### src/hdl/swg_pkg.sv
// Shared widths, sideband type and series coefficients for the SwiGLU pipeline.
`timescale 1ns / 1ps
`default_nettype none
package swg_pkg;

  localparam int MAG_W         = 16;  // magnitude of a Q3.12 input
  localparam int ACC_W         = 37;  // series accumulator, Q.24, holds e^8 and 1 + e^8
  localparam int FRAC_W        = 24;  // fractional bits of the series
  localparam int A_SH          = 12;  // |g| in Q.12 to a in Q.24
  localparam int Q_W           = 25;  // reciprocal quotient, at most 1.0 in Q.24
  localparam int NUM_W         = 2 * FRAC_W + 1;
  localparam int TERMS_W       = 4;
  localparam int MAX_TERMS     = 10;
  localparam int HORNER_STAGES = MAX_TERMS;
  localparam int DIV_STAGES    = Q_W;
  localparam int PROD_STAGES   = 3;
  localparam int OUT_W         = 32;
  localparam int PIPE_LATENCY  = 1 + HORNER_STAGES + 1 + DIV_STAGES + PROD_STAGES;

  typedef struct packed {
    logic             gate_neg;
    logic             prod_neg;
    logic [MAG_W-1:0] gate_mag;
    logic [MAG_W-1:0] up_mag;
    logic             last;
  } side_t;

  // 1/i! in unsigned Q.24, rounded to nearest
  function automatic logic [ACC_W-1:0] exp_coef(input logic [TERMS_W-1:0] idx);
    logic [ACC_W-1:0] c;
    case (idx)
      4'd0:    c = ACC_W'(16777216);
      4'd1:    c = ACC_W'(16777216);
      4'd2:    c = ACC_W'(8388608);
      4'd3:    c = ACC_W'(2796203);
      4'd4:    c = ACC_W'(699051);
      4'd5:    c = ACC_W'(139810);
      4'd6:    c = ACC_W'(23302);
      4'd7:    c = ACC_W'(3329);
      4'd8:    c = ACC_W'(416);
      4'd9:    c = ACC_W'(46);
      default: c = ACC_W'(5);
    endcase
    return c;
  endfunction

endpackage
`default_nettype wire

### src/hdl/swg_product.sv
// Sigmoid mirror, gate * sigmoid * up product and rounding to Q7.24.
`timescale 1ns / 1ps
`default_nettype none
module swg_product (
  input  wire                        clk,
  input  wire                        rst,
  input  wire                        in_valid,
  input  swg_pkg::side_t             in_side,
  input  wire [swg_pkg::Q_W-1:0]     in_recip,
  output logic                       out_valid,
  output logic [swg_pkg::OUT_W-1:0]  out_result,
  output logic                       out_last
);
  import swg_pkg::*;

  localparam int P1_W = MAG_W + Q_W;
  localparam int P2_W = P1_W + MAG_W;

  logic [Q_W-1:0]   sig;
  logic [P1_W-1:0]  p1;
  logic [P2_W-1:0]  p2;
  logic [P2_W-1:0]  p2_rnd;
  logic [OUT_W-1:0] rmag;
  logic             v1;
  logic             v2;
  side_t            sd1;
  side_t            sd2;

  assign sig = in_side.gate_neg ? in_recip : (Q_W'(1 << FRAC_W) - in_recip);

  always_ff @(posedge clk) begin
    if (rst) begin
      v1        <= 1'b0;
      v2        <= 1'b0;
      out_valid <= 1'b0;
    end else begin
      v1        <= in_valid;
      v2        <= v1;
      out_valid <= v2;
    end
    p1         <= P1_W'(in_side.gate_mag) * P1_W'(sig);
    sd1        <= in_side;
    p2         <= P2_W'(p1) * P2_W'(sd1.up_mag);
    sd2        <= sd1;
    out_result <= sd2.prod_neg ? (~rmag + OUT_W'(1)) : rmag;
    out_last   <= sd2.last;
  end

  // round half away from zero on the magnitude
  assign p2_rnd = p2 + P2_W'(1 << (FRAC_W - 1));
  assign rmag   = p2_rnd[OUT_W+FRAC_W-1:FRAC_W];

endmodule
`default_nettype wire

### config.mk
export PLATFORM = sky130hd
export DESIGN_NAME = swg_product
export DESIGN_NICKNAME = d
export VERILOG_FILES = /design/src/hdl/swg_pkg.sv /design/src/hdl/swg_product.sv
export SDC_FILE = /design/constraint.sdc
export NUM_CORES = 2
export LEC_CHECK = 0
export ABC_AREA = 1
export BUFFER_PORTS_ARGS = -buffer_cell sky130_fd_sc_hd__buf_4
export CAP_MARGIN = 20
export CORE_ASPECT_RATIO = 1.4
export CORE_MARGIN = 2
export CORE_UTILIZATION = 54
export CTS_BUF_LIST = sky130_fd_sc_hd__clkbuf_16
export CTS_CLUSTER_SIZE = 8
export DETAILED_ROUTE_END_ITERATION = 6
export MAX_ROUTING_LAYER = met4
export PLACE_DENSITY = 0.8
export SLEW_MARGIN = 20
export SYNTH_ARGS = -nofsm -noshare
export SYNTH_HDL_FRONTEND = slang
export SYNTH_SLANG_ARGS = --single-unit
### constraint.sdc
create_clock -name clk -period 14.25 [get_ports clk]
set_input_delay 2.85 -clock clk [delete_from_list [all_inputs] [get_ports clk]]
set_output_delay 2.85 -clock clk [all_outputs]
set_load 0.005 [all_outputs]
==> out/metrics.yaml <==
grt_use_met1_pct: 32.8
ys_dominant_reg_cell: "dfxtp_1"
dieWidth_um: 231
grtUsageTotal_pct: 32.6
dp_slack_ns: 3.90
path_buf_inv: 8
drt-total-wl_um: 113000
hp-class: "reg2reg"
worstHoldStart: "sd1[0]"
period_needed_ns: 9.88
cts_tree: "built"
timing.final.ws_setup_ns: 4.37
cts.repair.resized: 0
firstDrtPassIters: 6
synthTopCellsByArea: "fa_1, nand2_1, inv_1"
synth_seq_cells: 130
cts_sinks: 130
globalRoute.busiestLayer: "met2"
arrival_ns: 10.24
yosys.area.top_type: "fa_1"
clk_pin_slew_ns: 0.07
io_pins: 97
cts_root_buffer: "clkbuf_16"
yosysMostFrequentCell: "nand2_1"
ctsHoldBuffers: 0
ctsLongestPathBuffers: 2
grt_pass1_vias: 36100
path_class: "in2reg"
dp_hpwl_um: 93100
core_area_um2: 71600
cts_max_level: 4
seq_area_frac_synth_pct: 6.66
hold-path-endpoint: "sd2[0]"
synth-async-reset-ratio_pct: 0
tns_ns: 0
status: "finished clean"
drc: 0
synth_top_area_share_pct: 44.1
vias_per_cell: 5.41
tightest_slew_ns: 0.975
post_cts_buffers: 0
setup_viol: 0
cp_max_fo: 17
grt_setup_unrepaired: "no"
critPathCaptureType: "register"
routedWlPerCell_um: 18.7
cts_buffers: 17
die_h_um: 322
drt-initial-drc-count: 1744
fin_nets: 6227
fin_crit_sh_pct: 69.3
yosysWarnings: 0
max_stage_delay_ns: 0.57
yosys-top-cells-count: "nand2_1, inv_1, fa_1"
start_util_pct: 54.6
grt_pass1_wl_um: 183000
reg2reg_depth: 20
synth.distinct_cells: 47
finalHoldViolCount: 0
critical_path_required_ns: 14.61
num_vias: 32600
drv_cap: 0
finClkSkew_ns: 0.0182
synth_edf_count: 0
drv_slew: 0
use_met3_pct: 3.69
drive_gt1_share_pct: 4.18
antenna_left: 0
grt_overflow: 0
ff2ff_setup_slack_ns: 7.76
fmax_ghz: 0.101
critical_path.top_delay_family: "adder cells"
netlist_area_um2: 39100
start_kind: "primary input"
diodes: 0
area_delta_synth_final_pct: 4.62
antenna_found_initial: 0
relSlewSlack_pct: 34.9
rows: 116
clk_latency_ns: 0.47
avgSynthCellArea_um2: 7.60
gp_congestion: 1.02
hold_path_depth: 0
dieArea_um2: 74600
use_met2_pct: 59.8
synthCells: 5145
r2r-end: "p2[44]"
synthesis.nets: 6308
port_buffers: 96
r2r_start: "p1[20]"
cpMaxStageDelayCell: "nor4_1"
grt_max_degree: 42
## cell usage in the layout (no fill, tap or decap), drive strengths merged, types with 3 or more instances in the layout
| master | count |
|---|---|
| nand2 | 1435 |
| inv | 1267 |
| fa | 862 |
| nor2 | 435 |
| ha | 238 |
| dfxtp | 130 |
| nand3 | 123 |
| a21oi | 120 |
| buf | 114 |
| o21ai | 88 |
| xor2 | 71 |
| nor3 | 31 |
| xnor2 | 22 |
| nand4 | 22 |
| clkbuf | 17 |
| clkinv | 15 |
| o21bai | 14 |
| a21o | 13 |
| a31oi | 11 |
| or2 | 9 |
| nor4 | 9 |
| o21a | 7 |
| a21boi | 5 |
| a211oi | 4 |
| o211ai | 3 |
| o2111ai | 3 |
## through the flow
stage,std cells,hold slack (ns),utilization (%),area [um^2]
global placement,5989,0.311,56.3,40300
floorplan,5145,0.310,-,39100
CTS,6021,0.335,57.2,40900
detailed placement,5989,0.319,56.3,40300
global route,6021,0.344,57.2,40900
finish,6021,0.330,57.2,40900
## cells by family after synthesis
group | count (synthesis) | synth area share (%)
buf+inv | 1485 | 14.3
compound gates | 268 | 3.82
xor+xnor | 93 | 2.14
flops | 130 | 6.66
simple gates | 2069 | 21.3
fa+ha+maj | 1100 | 51.8
## cell type report
type / instances / area, um^2
clock inverters: 15 / 175
repair buffers: 114 / 856
fillers: 6685 / 30600
inverters: 1271 / 4770
well taps: 944 / 1180
clock buffers: 17 / 425
flip-flops and latches: 130 / 2600
multi-input cells: 3530 / 30900
## layer usage
| metal | part of all wire (%) | up-vias |
|---|---|---|
| li1 | - | 14600 |
| met1 | 33 | 16100 |
| met2 | 54 | 1413 |
| met3 | 5.8 | 480 |
| met4 | 7.2 | 0 |
| met5 | 0 | - |
## sequential cells by signal, indices dropped and copies added, names as in the netlist
name	count
out_last	1
out_result	32
out_valid	1
p1	41
p2	33
sd1	18
sd2	2
v1	1
v2	1
## how the worst max path moves through the flow
| stage | startpoint | end | cells after the start |
|---|---|---|---|
| 2_1_floorplan | in_recip[0] | p1[35] | 28 |
| 3_3_place_gp | in_recip[0] | p1[35] | 29 |
| 3_5_place_dp | in_recip[0] | p1[35] | 29 |
| 4_1_cts | in_recip[0] | p1[35] | 29 |
| 5_1_grt | in_recip[0] | p1[35] | 30 |
| 6_report | in_recip[0] | p1[35] | 29 |
Power is not shown: default switching activity piles up to over one toggle a cycle in this logic, so the estimate is an artifact.
